--- config.mk ---
export PLATFORM = sky130hd
export DESIGN_NAME = cobs_crc16_frame_decoder_top
export DESIGN_NICKNAME = d
export VERILOG_FILES = /design/src/hdl/ccfd_pkg.sv /design/src/hdl/cobs_crc16_frame_decoder_top.sv /design/src/hdl/ccfd_core.sv
export SDC_FILE = /design/constraint.sdc
export NUM_CORES = 1
export LEC_CHECK = 0
export BUFFER_PORTS_ARGS = -buffer_cell sky130_fd_sc_hd__buf_2
export CAP_MARGIN = 10
export CORE_ASPECT_RATIO = 0.9
export CORE_UTILIZATION = 44
export CTS_BUF_LIST = sky130_fd_sc_hd__clkbuf_16
export CTS_CLUSTER_DIAMETER = 120
export CTS_CLUSTER_SIZE = 40
export DETAILED_ROUTE_END_ITERATION = 8
export PLACE_DENSITY = 0.71
export SYNTH_ARGS = -nofsm -noshare
export SYNTH_HDL_FRONTEND = slang
export SYNTH_HIERARCHICAL = 1
export SYNTH_SLANG_ARGS = --single-unit
--- constraint.sdc ---
create_clock -name clk -period 5.6 [get_ports clk]
set_input_delay 0.28 -clock clk [delete_from_list [all_inputs] [get_ports clk]]
set_output_delay 0.28 -clock clk [all_outputs]
set_load 0.005 [all_outputs]
--- src/hdl/ccfd_pkg.sv ---
package ccfd_pkg;

  // Frame size limits and the counter widths that follow from them.
  localparam int MAX_ENCODED_LEN = 515;
  localparam int MAX_RAW_LEN     = 512;
  localparam int ENC_CNT_W       = $clog2(MAX_ENCODED_LEN + 1);
  localparam int RAW_CNT_W       = $clog2(MAX_RAW_LEN + 1);

  // Fixed field widths.
  localparam int BYTE_W    = 8;
  localparam int PLEN_W    = 9;
  localparam int MINLEN_W  = 10;
  localparam int CFG_IDX_W = 1;
  localparam int CFG_DATA_W = MINLEN_W;

  // CRC-16/CCITT-FALSE.
  localparam logic [15:0] CRC_INIT = 16'hFFFF;
  localparam logic [15:0] CRC_POLY = 16'h1021;

  localparam logic [BYTE_W-1:0] FULL_GROUP_CODE = 8'hFF;

  localparam logic [MINLEN_W-1:0] MIN_RAW_LENGTH_RESET = 10'd8;
  localparam logic [MINLEN_W-1:0] MIN_RAW_LENGTH_FLOOR = 10'd2;

  typedef enum logic [CFG_IDX_W-1:0] {
    CFG_MIN_RAW_LENGTH  = 1'b0,
    CFG_CRC_HIGH_FIRST  = 1'b1
  } cfg_index_t;

  typedef enum logic [2:0] {
    ST_GOOD      = 3'd0,
    ST_EMPTY     = 3'd1,
    ST_OVERFLOW  = 3'd2,
    ST_MALFORMED = 3'd3,
    ST_SHORT     = 3'd4,
    ST_CRC       = 3'd5
  } status_t;

  typedef struct packed {
    logic [MINLEN_W-1:0] min_raw_length;
    logic                crc_high_byte_first;
  } cfg_t;

  typedef struct packed {
    logic [BYTE_W-1:0] payload_byte;
    logic              frame_end;
    status_t           frame_status;
    logic [PLEN_W-1:0] payload_length;
  } result_t;

endpackage

--- src/hdl/cobs_crc16_frame_decoder_top.sv ---
// Channel   Direction  Transfer carries
// s_axis    in         one received byte, zero is the frame delimiter
// m_axis    out        one decoded payload byte, or the end-of-frame status
// cfg       in         register write, no handshake
//
// One byte is taken in every cycle while s_axis tready is high; its result,
// if any, is registered and shown on m_axis.
// Decoder state, register file and output valids clear on synchronous rst.
// A second result register catches one result while m_axis is stalled, so
// s_axis tready only drops once both result registers are occupied.
module cobs_crc16_frame_decoder_top (
  input  logic                              clk,
  input  logic                              rst,
  // Input stream.
  input  logic                              s_axis_tvalid,
  output logic                              s_axis_tready,
  input  logic [7:0]                        s_axis_tdata,  // [7:0] rx_byte
  // Output stream.
  output logic                              m_axis_tvalid,
  input  logic                              m_axis_tready,
  output logic [23:0]                       m_axis_tdata,  // [7:0] payload_byte,
                                                           // [16:8] payload_length,
                                                           // [23:17] zero
  output logic                              m_axis_tlast,  // frame_end
  output logic [2:0]                        m_axis_tuser,  // [2:0] frame_status
  // Configuration writes.
  input  logic                              cfg_we,
  input  logic [ccfd_pkg::CFG_IDX_W-1:0]    cfg_index,
  input  logic [ccfd_pkg::CFG_DATA_W-1:0]   cfg_data
);

  ccfd_pkg::cfg_t    cfg;
  ccfd_pkg::result_t res;
  ccfd_pkg::result_t out_res;
  ccfd_pkg::result_t skid_res;
  logic              res_valid;
  logic              accept;
  logic              take;
  logic              out_valid;
  logic              skid_valid;
  logic              out_load;
  logic              skid_load;

  // Register file. Writes must only happen while the decoder is idle; not enforced.
  always_ff @(posedge clk) begin
    if (rst) begin
      cfg.min_raw_length      <= ccfd_pkg::MIN_RAW_LENGTH_RESET;
      cfg.crc_high_byte_first <= 1'b0;
    end else if (cfg_we) begin
      unique case (cfg_index)
        ccfd_pkg::CFG_MIN_RAW_LENGTH: begin
          cfg.min_raw_length <= cfg_data;
        end
        ccfd_pkg::CFG_CRC_HIGH_FIRST: begin
          cfg.crc_high_byte_first <= cfg_data[0];
        end
        default: begin
        end
      endcase
    end
  end

  assign s_axis_tready = !skid_valid;
  assign accept        = s_axis_tvalid && s_axis_tready;
  assign take          = out_valid && m_axis_tready;

  ccfd_core u_core (
    .clk       (clk),
    .rst       (rst),
    .cfg       (cfg),
    .accept    (accept),
    .rx_byte   (s_axis_tdata),
    .res_valid (res_valid),
    .res       (res)
  );

  // The output register reloads whenever it is empty or being emptied; it
  // takes the caught result first, since no new byte is accepted while one
  // is caught.
  assign out_load  = take || !out_valid;
  assign skid_load = out_valid && !take && res_valid && !skid_valid;

  always_ff @(posedge clk) begin
    if (rst) begin
      out_valid  <= 1'b0;
      skid_valid <= 1'b0;
    end else begin
      if (out_load) begin
        out_valid <= skid_valid || res_valid;
      end
      if (skid_valid) begin
        skid_valid <= !take;
      end else begin
        skid_valid <= skid_load;
      end
    end
  end

  always_ff @(posedge clk) begin
    if (out_load) begin
      out_res <= skid_valid ? skid_res : res;
    end
    if (skid_load) begin
      skid_res <= res;
    end
  end

  assign m_axis_tvalid = out_valid;
  assign m_axis_tdata  = {7'b0, out_res.payload_length, out_res.payload_byte};
  assign m_axis_tlast  = out_res.frame_end;
  assign m_axis_tuser  = out_res.frame_status;

endmodule

--- src/hdl/ccfd_core.sv ---
module ccfd_core (
  input  logic                          clk,
  input  logic                          rst,
  input  ccfd_pkg::cfg_t                cfg,
  input  logic                          accept,
  input  logic [ccfd_pkg::BYTE_W-1:0]   rx_byte,
  output logic                          res_valid,
  output ccfd_pkg::result_t             res
);

  // One byte through the CRC-16 shift register, MSB first.
  function automatic logic [15:0] crc_byte(input logic [15:0] crc_in,
                                           input logic [7:0]  b);
    logic [15:0] c;
    c = crc_in ^ {b, 8'h00};
    for (int i = 0; i < 8; i++) begin
      if (c[15]) begin
        c = {c[14:0], 1'b0} ^ ccfd_pkg::CRC_POLY;
      end else begin
        c = {c[14:0], 1'b0};
      end
    end
    return c;
  endfunction

  logic [ccfd_pkg::ENC_CNT_W-1:0] enc_cnt, enc_cnt_next;
  logic                           overflow, overflow_next;
  logic                           malformed, malformed_next;
  logic [ccfd_pkg::BYTE_W-1:0]    grp_rem, grp_rem_next;
  logic                           grp_full, grp_full_next;
  logic                           zero_pend, zero_pend_next;
  logic [ccfd_pkg::BYTE_W-1:0]    hold0, hold0_next;
  logic [ccfd_pkg::BYTE_W-1:0]    hold1, hold1_next;
  logic [1:0]                     hold_fill, hold_fill_next;
  logic [ccfd_pkg::RAW_CNT_W-1:0] raw_cnt, raw_cnt_next;
  logic [15:0]                    crc, crc_next;

  logic                           push;
  logic [ccfd_pkg::BYTE_W-1:0]    push_byte;
  logic [ccfd_pkg::BYTE_W-1:0]    copy;
  logic [ccfd_pkg::RAW_CNT_W-1:0] raw_base;
  logic [ccfd_pkg::RAW_CNT_W:0]   raw_sum;
  logic                           skip_group;
  logic [ccfd_pkg::MINLEN_W-1:0]  min_eff;
  logic [15:0]                    supplied;
  logic [ccfd_pkg::RAW_CNT_W-1:0] plen_full;
  ccfd_pkg::status_t              status;

  // End-of-frame status and length.
  always_comb begin
    min_eff = (cfg.min_raw_length < ccfd_pkg::MIN_RAW_LENGTH_FLOOR) ?
              ccfd_pkg::MIN_RAW_LENGTH_FLOOR : cfg.min_raw_length;
    supplied = cfg.crc_high_byte_first ? {hold0, hold1} : {hold1, hold0};
    plen_full = (int'(raw_cnt) >= 2) ? raw_cnt - ccfd_pkg::RAW_CNT_W'(2) : '0;
    if (overflow) begin
      status = ccfd_pkg::ST_OVERFLOW;
    end else if (enc_cnt == '0) begin
      status = ccfd_pkg::ST_EMPTY;
    end else if (malformed || (grp_rem != '0)) begin
      status = ccfd_pkg::ST_MALFORMED;
    end else if (int'(raw_cnt) < int'(min_eff)) begin
      status = ccfd_pkg::ST_SHORT;
    end else if (supplied == crc) begin
      status = ccfd_pkg::ST_GOOD;
    end else begin
      status = ccfd_pkg::ST_CRC;
    end
  end

  // COBS step and hold-back line.
  always_comb begin
    enc_cnt_next   = enc_cnt;
    overflow_next  = overflow;
    malformed_next = malformed;
    grp_rem_next   = grp_rem;
    grp_full_next  = grp_full;
    zero_pend_next = zero_pend;
    hold0_next     = hold0;
    hold1_next     = hold1;
    hold_fill_next = hold_fill;
    raw_cnt_next   = raw_cnt;
    crc_next       = crc;
    push           = 1'b0;
    push_byte      = rx_byte;
    skip_group     = 1'b0;
    copy           = rx_byte - 8'd1;
    raw_base       = raw_cnt;
    raw_sum        = '0;
    res_valid      = 1'b0;
    res            = '0;

    if (accept) begin
      if (rx_byte == '0) begin
        res_valid          = 1'b1;
        res.frame_end      = 1'b1;
        res.frame_status   = status;
        res.payload_length = plen_full[ccfd_pkg::PLEN_W-1:0];
        enc_cnt_next   = '0;
        overflow_next  = 1'b0;
        malformed_next = 1'b0;
        grp_rem_next   = '0;
        grp_full_next  = 1'b0;
        zero_pend_next = 1'b0;
        hold_fill_next = '0;
        raw_cnt_next   = '0;
        crc_next       = ccfd_pkg::CRC_INIT;
      end else if (overflow ||
                   (enc_cnt >= ccfd_pkg::ENC_CNT_W'(ccfd_pkg::MAX_ENCODED_LEN))) begin
        overflow_next = 1'b1;
      end else begin
        enc_cnt_next = enc_cnt + 1'b1;
        if (!malformed) begin
          if (grp_rem == '0) begin
            // Code byte: first settle the implied zero of the last group.
            if (zero_pend) begin
              zero_pend_next = 1'b0;
              if (raw_cnt >= ccfd_pkg::RAW_CNT_W'(ccfd_pkg::MAX_RAW_LEN)) begin
                malformed_next = 1'b1;
                skip_group     = 1'b1;
              end else begin
                push      = 1'b1;
                push_byte = '0;
                raw_base  = raw_cnt + 1'b1;
              end
            end
            raw_sum = {1'b0, raw_base} + (ccfd_pkg::RAW_CNT_W + 1)'(copy);
            if (!skip_group) begin
              if (raw_sum > (ccfd_pkg::RAW_CNT_W + 1)'(ccfd_pkg::MAX_RAW_LEN)) begin
                malformed_next = 1'b1;
              end else begin
                grp_rem_next  = copy;
                grp_full_next = (rx_byte == ccfd_pkg::FULL_GROUP_CODE);
                if (copy == '0) begin
                  zero_pend_next = 1'b1;
                end
              end
            end
          end else begin
            push         = 1'b1;
            grp_rem_next = grp_rem - 1'b1;
            if (grp_rem == 8'd1) begin
              zero_pend_next = !grp_full;
            end
          end
        end
      end
    end

    if (push) begin
      raw_cnt_next = raw_cnt + 1'b1;
      if (hold_fill[1]) begin
        res_valid        = 1'b1;
        res.payload_byte = hold0;
        crc_next         = crc_byte(crc, hold0);
        hold0_next       = hold1;
        hold1_next       = push_byte;
      end else if (hold_fill[0]) begin
        hold1_next     = push_byte;
        hold_fill_next = 2'd2;
      end else begin
        hold0_next     = push_byte;
        hold_fill_next = 2'd1;
      end
    end
  end

  always_ff @(posedge clk) begin
    if (rst) begin
      enc_cnt   <= '0;
      overflow  <= 1'b0;
      malformed <= 1'b0;
      grp_rem   <= '0;
      grp_full  <= 1'b0;
      zero_pend <= 1'b0;
      hold_fill <= '0;
      raw_cnt   <= '0;
      crc       <= ccfd_pkg::CRC_INIT;
    end else begin
      enc_cnt   <= enc_cnt_next;
      overflow  <= overflow_next;
      malformed <= malformed_next;
      grp_rem   <= grp_rem_next;
      grp_full  <= grp_full_next;
      zero_pend <= zero_pend_next;
      hold_fill <= hold_fill_next;
      raw_cnt   <= raw_cnt_next;
      crc       <= crc_next;
    end
  end

  // The held-back bytes are only read once both have been written.
  always_ff @(posedge clk) begin
    hold0 <= hold0_next;
    hold1 <= hold1_next;
  end

endmodule

Yosys cells after proc, flatten, opt, wreduce, memory -nomap -nowiden
Index checks and enable logic that the tools add are counted.
W data, S select, Z words.
{ "op_classes": {"eq_ne": 10, "add_sub_neg": 6, "order_cmp": 6, "n_reduce_logical": 34, "n_mux": 114, "bitwise_logic": 10} }
{ "ops": {"columns": ["op", "count"], "rows": [
  ["$mux W16", 19],
  ["$mux W8", 19],
  ["$mux W10", 13],
  ["$mux W13", 10],
  ["$mux W1", 41],
  ["$logic_not A8 Y1", 3],
  ["$not A3 Y3", 8],
  ["$mux W21", 1],
  ["$add A10 B1 Y10 const B", 2],
  ["$ge A10 B10 Y1 const B", 2],
  ["$eq A16 B16 Y1", 1],
  ["$sub A8 B1 Y8 const B", 2],
  ["$xor A16 B16 Y16", 1],
  ["$mux W3", 5],
  ["$reduce_and A2 Y1", 7],
  ["$add A10 B8 Y11", 1],
  ["$gt A11 B10 Y1 const B", 1],
  ["$ge A10 B2 Y1 const B", 1],
  ["$logic_not A10 Y1", 1],
  ["$lt A10 B10 Y1", 1],
  ["$lt A10 B2 Y1 const B", 1],
  ["$mux W2", 5],
  ["$reduce_bool A2 Y1", 5],
  ["$mux W9", 1],
  ["other kinds (15)", 29]
]} }
{ "word_totals": {"register_bits": 121, "inputBits": 24, "word_cells": 203, "out_inout_bits": 30} }

Logic depth before layout (Yosys ltp)
{ "logic_depth": {"ltp_word": 37, "ltp_mapped": 19, "ltp_nobuf": 16} }

Cells and area by module
Netlist, hierarchy kept.
{ "by_module_without_submodules": {"columns": ["mod", "cells_per_inst", "area_each_um2", "n_inst"], "rows": [
  ["ccfd_core", 628, 5104.9, 1],
  ["cobs_crc16_frame_decoder_top", 134, 2230.9, 1]
]} }

Least setup slack after synthesis
Ideal clock, no wire load.
{ "synth_timing": {"kind": "register to register", "startpoint": "reg u_core/enc_cnt[4] in the netlist's numbering", "endpoint": "reg skid_res[0] in the netlist's numbering, enable pin", "required_ns": 5.170, "arrival_time_ns": 3.913, "slack_ns": 1.257, "setup_ns": 0.430, "path_buffers": 2, "stages_incl_launch_ff": 10, "period_less_slack_ns": 4.343, "cell_sequence": "dfxtp_1 > buf_6 > or4_4 > o41ai_4 > nand4bb_1 > buf_4 > a211oi_4 > nand2_1 > nand2_1 > nor3b_1"} }
{ "synth_between": {"elab_chain_cells": 8} }
{ "synth_lines": {"columns": ["item", "line", "text"], "rows": [
  ["start: declaration", "ccfd_core.sv:26", "logic [ccfd_pkg::ENC_CNT_W-1:0] enc_cnt, enc_cnt_next;"],
  ["start signal: assignment", "ccfd_core.sv:179", "enc_cnt <= enc_cnt_next;"],
  ["$ge A10 B10 Y1", "ccfd_core.sv:108", "(enc_cnt >= ccfd_pkg::ENC_CNT_W'(ccfd_pkg::MAX_ENCODED_LEN))) begin"],
  ["$logic_or A1 B1 Y1", "ccfd_core.sv:107", "end else if (overflow ||"],
  ["$mux W1", "ccfd_core.sv:107", null],
  ["$mux W1", "ccfd_core.sv:93", "if (rx_byte == '0) begin"],
  ["$mux W1", "ccfd_core.sv:92", "if (accept) begin"],
  ["$mux W1", "ccfd_core.sv:149", "if (push) begin"],
  ["via res_valid", "cobs_crc16_frame_decoder_top.sv:36", "logic res_valid;"],
  ["$logic_and A1 B1 Y1 (2 in a row)", "cobs_crc16_frame_decoder_top.sv:81", "assign skid_load = out_valid && !take && res_valid && !skid_valid;"],
  ["via skid_load", "cobs_crc16_frame_decoder_top.sv:42", "logic skid_load;"],
  ["end signal: assignment", "cobs_crc16_frame_decoder_top.sv:104", "skid_res <= res;"],
  ["end: declaration", "cobs_crc16_frame_decoder_top.sv:35", "ccfd_pkg::result_t skid_res;"]
]} }
The timed path passes the listed nets, and every way through them passes these cells.
A chain may end at the register's enable or synchronous reset.

Worst setup path in the final report
{ "layout_timing": {"startpoint": "reg u_core/raw_cnt[3] in the netlist's numbering", "endpoint": "reg u_core/grp_rem[4] in the netlist's numbering"} }
{ "layout_between": {"elab_chain_cells": 12} }
{ "layout_lines": {"columns": ["item", "line", "text"], "rows": [
  ["start: declaration", "ccfd_core.sv:35", "logic [ccfd_pkg::RAW_CNT_W-1:0] raw_cnt, raw_cnt_next;"],
  ["start signal: assignment", "ccfd_core.sv:186", "raw_cnt <= raw_cnt_next;"],
  ["$add A10 B1 Y10 / $ge A10 B10 Y1 (equally long branches)", "ccfd_core.sv:123, ccfd_core.sv:117", null],
  ["$mux W10", "ccfd_core.sv:117", "if (raw_cnt >= ccfd_pkg::RAW_CNT_W'(ccfd_pkg::MAX_RAW_LEN)) begin"],
  ["$mux W10", "ccfd_core.sv:115", "if (zero_pend) begin"],
  ["$mux W10", "ccfd_core.sv:113", "if (grp_rem == '0) begin"],
  ["$mux W10", "ccfd_core.sv:112", "if (!malformed) begin"],
  ["$mux W10", "ccfd_core.sv:107", null],
  ["$mux W10", "ccfd_core.sv:93", null],
  ["$mux W10", "ccfd_core.sv:92", null],
  ["$add A10 B8 Y11", "ccfd_core.sv:126", "raw_sum = {1'b0, raw_base} + (ccfd_pkg::RAW_CNT_W + 1)'(copy);"],
  ["$gt A11 B10 Y1", "ccfd_core.sv:128", "if (raw_sum > (ccfd_pkg::RAW_CNT_W + 1)'(ccfd_pkg::MAX_RAW_LEN)) begin"],
  ["$ne A3 B2 Y1 (no source line)", null, null],
  ["$reduce_and A5 Y1 (no source line) (*)", null, null],
  ["end signal: assignment", "ccfd_core.sv:182", "grp_rem <= grp_rem_next;"],
  ["end: declaration", "ccfd_core.sv:29", "logic [ccfd_pkg::BYTE_W-1:0] grp_rem, grp_rem_next;"]
]} }
Every way passes the cells marked *; elsewhere a longest branch is shown, timed or not. The select of a mux whose other input is x is not followed.

==> implementation parameters <==
Parameter                              Value

Run status
  Status ... finished, violations left
  Violations in the final reports ... DRC

Timing
  Peak clock frequency supported by timing ... 230.7 MHz
  Setup TNS ... 0 ns
  Period Utilization, post-route ... 0.7739
  Setup repair after global routing missed its margin ... no
  Setup violators final ... 0
  Worst Skew ... 0.007674 ns
  Minimum clock period after layout ... 4.334 ns
  Final max-slew violation count ... 0
  Tightest slew margin relative to the limit ... 0.3139
  Least-Margin Pin Slew ... 1.029 ns
  Final-report hold violation count ... 0

Final layout
  Most frequent standard cell in the layout excluding fill and tap cells ... nor2_1
  Area growth syn-to-layout ... 11.85%
  Nets ... 847
  Fraction of final layout cells sized beyond drive strength 1 ... 0.1590
  Design Area, Final ... 0.008205 mm²
  Antenna diode count ... 0
  Highest-count cells in the layout ignoring fill and taps ... nor2_1 (86), dfxtp_1 (63), edfxtp_1 (58)

Run
  MaxCap Viol Count ... 0

Floorplan
  Num ports ... 54
  Initial Util ... 0.4517
  Height of the die ... 124.5 µm
  Die area ... 0.01719 mm²
  Core region area ... 0.01624 mm²
  Horizontal extent of the die ... 138.1 µm
  Row Count ... 44

Drt
  Total detailed-routing wirelength ... 15,740 µm
  Drt wl/cell ... 15.55 µm
  Count of unresolved DRC violations after routing ... 10
  Pre-antenna DRT Iters ... 6
  Number of antenna-violating nets in the routed design ... 0
  Via count ... 5,571
  Via-to-Cell Ratio ... 5.505
  Iteration-0 DRC count of the detailed router ... 339

Power and ir drop
  Static leakage ... 3.326 nW
  Power density over cell area ... 402.1 mW/mm²
  Worst IR drop on VDD ... 334.3 µV

Yosys
  Synth Area in Simple Gates ... 0.2059
  Sequential element share of the synthesized area ... 0.4093
  Average cell area after synthesis ... 9.627 µm²
  Synthesized flop and latch total ... 121
  Area fraction in compound gates after synthesis ... 0.1414
  Combinational family with the most area after synthesis ... simple AND/OR/NAND/NOR gates
  Unique masters post-synth ... 75
  Xor and xnor area share after synthesis ... 0.07283
  Synthesized cell area ... 0.007336 mm²
  Main flop type after synthesis ... dfxtp_1
  Adder-cell area share of the yosys netlist ... 0.05390
  Number of flops mapped to enable cells by yosys ... 58
  Post-Syn Instances ... 762
  Fraction of synthesized area in multiplexers ... 0.06277
  Warning count from the yosys run ... 6
  Async set-reset flop share out of synthesis ... 0

Worst setup path
  Worst-path cell chain ... or4_4 -> o41ai_2 -> buf_4 -> inv_1 -> nand2_1 -> xnor2_1 -> ha_1 -> nor2b_1 -> o31a_1 -> or4b_2 -> o2111ai_1 -> nor4_1 -> a31o_2 -> o21bai_1 -> o2bb2ai_1
  Startpoint class of the critical path ... flop
  Slowest stage cell on the critical path ... or4b_2
  Kind of critical path ... reg -> reg
  Critical-path maximum fanout ... 12
  Required time of the critical path ... 5.89 ns
  Arrival time reported for the critical path endpoint ... 4.62 ns
  Slowest stage delay, CP ... 0.62 ns
  Kind of capture point of the worst setup path ... flop

Worst hold path
  Worst hold-check path type ... in -> reg

Clock network
  Clock tree from TritonCTS ... built
  Number of buffers inserted by hold repair at cts ... 0
  Buffer cell driving the clock tree root ... clkbuf_16
  Worst-skew pair later-pin latency ... 0.42 ns
  Clk sinks ... 121
  Level count of the clock H-tree ... 4
  TritonCTS buffer count ... 17
  Number of instances resized during post-cts repair ... 0
  Buffers from clock root to sink, at most ... 2
  Clock transition at path regs ... 0.06 ns
  Post-CTS Setup Bufs ... 0

Global route
  Global-route wire length before repair ... 25,990 µm
  Number of antenna violations at the first check in global routing ... 0
  Largest net degree at the start of global routing ... 71
  Total Routing Usage GR ... 0.1889
  Congestion Overflow GR ... 0
  Vias in the first global route ... 5,121

Placement
  Weighted congestion at the end of routability-driven global placement ... 0.8563
  Area of placed instances ... 0.007626 mm²
  Half-perimeter wire length of the detailed placement result ... 11,250 µm
  Port Buf Inserts ... 46
[worst paths after layout]
kind	start	to	slack, ns	depth (start not counted)
setup / recovery	u_core/raw_cnt[3]	u_core/grp_rem[4]	1.27	15
hold / removal	m_axis_tready	skid_valid	0.06	2
hold reg to reg	u_core/grp_rem[5]	u_core/grp_rem[5]	0.47	1
setup reg to reg	u_core/raw_cnt[3]	u_core/grp_rem[4]	1.27	15
[critical path, delay by kind of cell (launching register included)]
kind	cells	cell delay [ns]
adder cells (fa/ha/maj)	1	0.29
buffers and inverters	2	0.31
AO/OA/AOI/OAI	6	1.52
flip-flops	1	0.43
XOR/XNOR	1	0.12
AND/OR/NAND/NOR	5	1.54
[sequential cells by signal, summed over array words and instances, names as in the netlist, 2 cells and up]
name,count
skid_res,21
m_axis_tdata,17
u_core/hold0,8
u_core/crc,16
m_axis_tuser,3
u_core/hold_fill,2
u_core/hold1,8
u_core/grp_rem,8
u_core/enc_cnt,10
u_core/raw_cnt,10
cfg,11
[through the flow]
step / setup slack [ns] / hold slack [ns] / instances / utilization / total power [mW]
after detailed placement: 1.305 / 0.4639 / 980 / 0.4696 / 2.230
after global routing: 0.9893 / 0.04640 / 1012 / 0.5052 / 3.492
after CTS: 1.288 / 0.04999 / 1012 / 0.5052 / 3.304
after floorplan: 1.257 / 0.3801 / 768 / - / 1.997
after global placement: 1.396 / 0.4616 / 980 / 0.4696 / 2.219
final: 1.266 / 0.05972 / 1012 / 0.5052 / 3.300
[where the power goes]
| group | internal, mW | total [mW] | switching (mW) |
|---|---|---|---|
| Clock | 0.654 | 1.06 | 0.408 |
| Sequential | 1.06 | 1.18 | 0.123 |
| Combinational | 0.423 | 1.06 | 0.636 |
| Total | 2.13 | 3.30 | 1.17 |
[synthesized netlist by cell type (10+ instances only)]
cell | n | area share
o21ai_0 | 24 | 0.016
edfxtp_1 | 58 | 0.24
clkbuf_1 | 26 | 0.013
inv_1 | 31 | 0.016
mux2_2 | 12 | 0.018
a21oi_1 | 37 | 0.025
mux2_4 | 15 | 0.031
and3_1 | 16 | 0.014
a31oi_1 | 11 | 0.0094
nand4bb_1 | 10 | 0.015
nand2_1 | 42 | 0.021
nand2b_1 | 15 | 0.013
nor2_1 | 86 | 0.044
xor2_1 | 20 | 0.024
xnor2_1 | 41 | 0.049
dfxtp_1 | 63 | 0.17
ha_1 | 30 | 0.051
o21bai_1 | 14 | 0.014
nand3_1 | 13 | 0.0089
nor3_1 | 34 | 0.023
mux2i_1 | 10 | 0.014
[routing by layer]
| layer | global-route usage | routed length (µm) | vias to the layer above |
|---|---|---|---|
| li1 | - | - | 2785 |
| met1 | 0.2781 | 8203 | 2641 |
| met2 | 0.2674 | 6529 | 129 |
| met3 | 0.04075 | 776 | 16 |
| met4 | 0.07204 | 232 | 0 |
| met5 | 0 | 0 | - |
[cell families (layout without fill, tap and decap cells)]
kind of cell,Yosys count,after routing
flip-flops,121,121
buffers and inverters,79,116
XOR/XNOR,61,61
AO/OA/AOI/OAI,149,149
multiplexers,37,37
other,1,7
adder cells (fa/ha/maj),31,31
AND/OR/NAND/NOR,283,283
[cell type report]
| cell class | instances | area, µm² |
|---|---|---|
| fill | 1475 | 8035 |
| multi-input combinational | 568 | 3969 |
| sequential | 121 | 3003 |
| clock buffer | 17 | 425.4 |
| timing repair buffer | 52 | 275.3 |
| tap | 207 | 259.0 |
| clock inverter | 15 | 153.9 |
| inverter | 32 | 120.1 |
(Power assumes the default switching activity.)
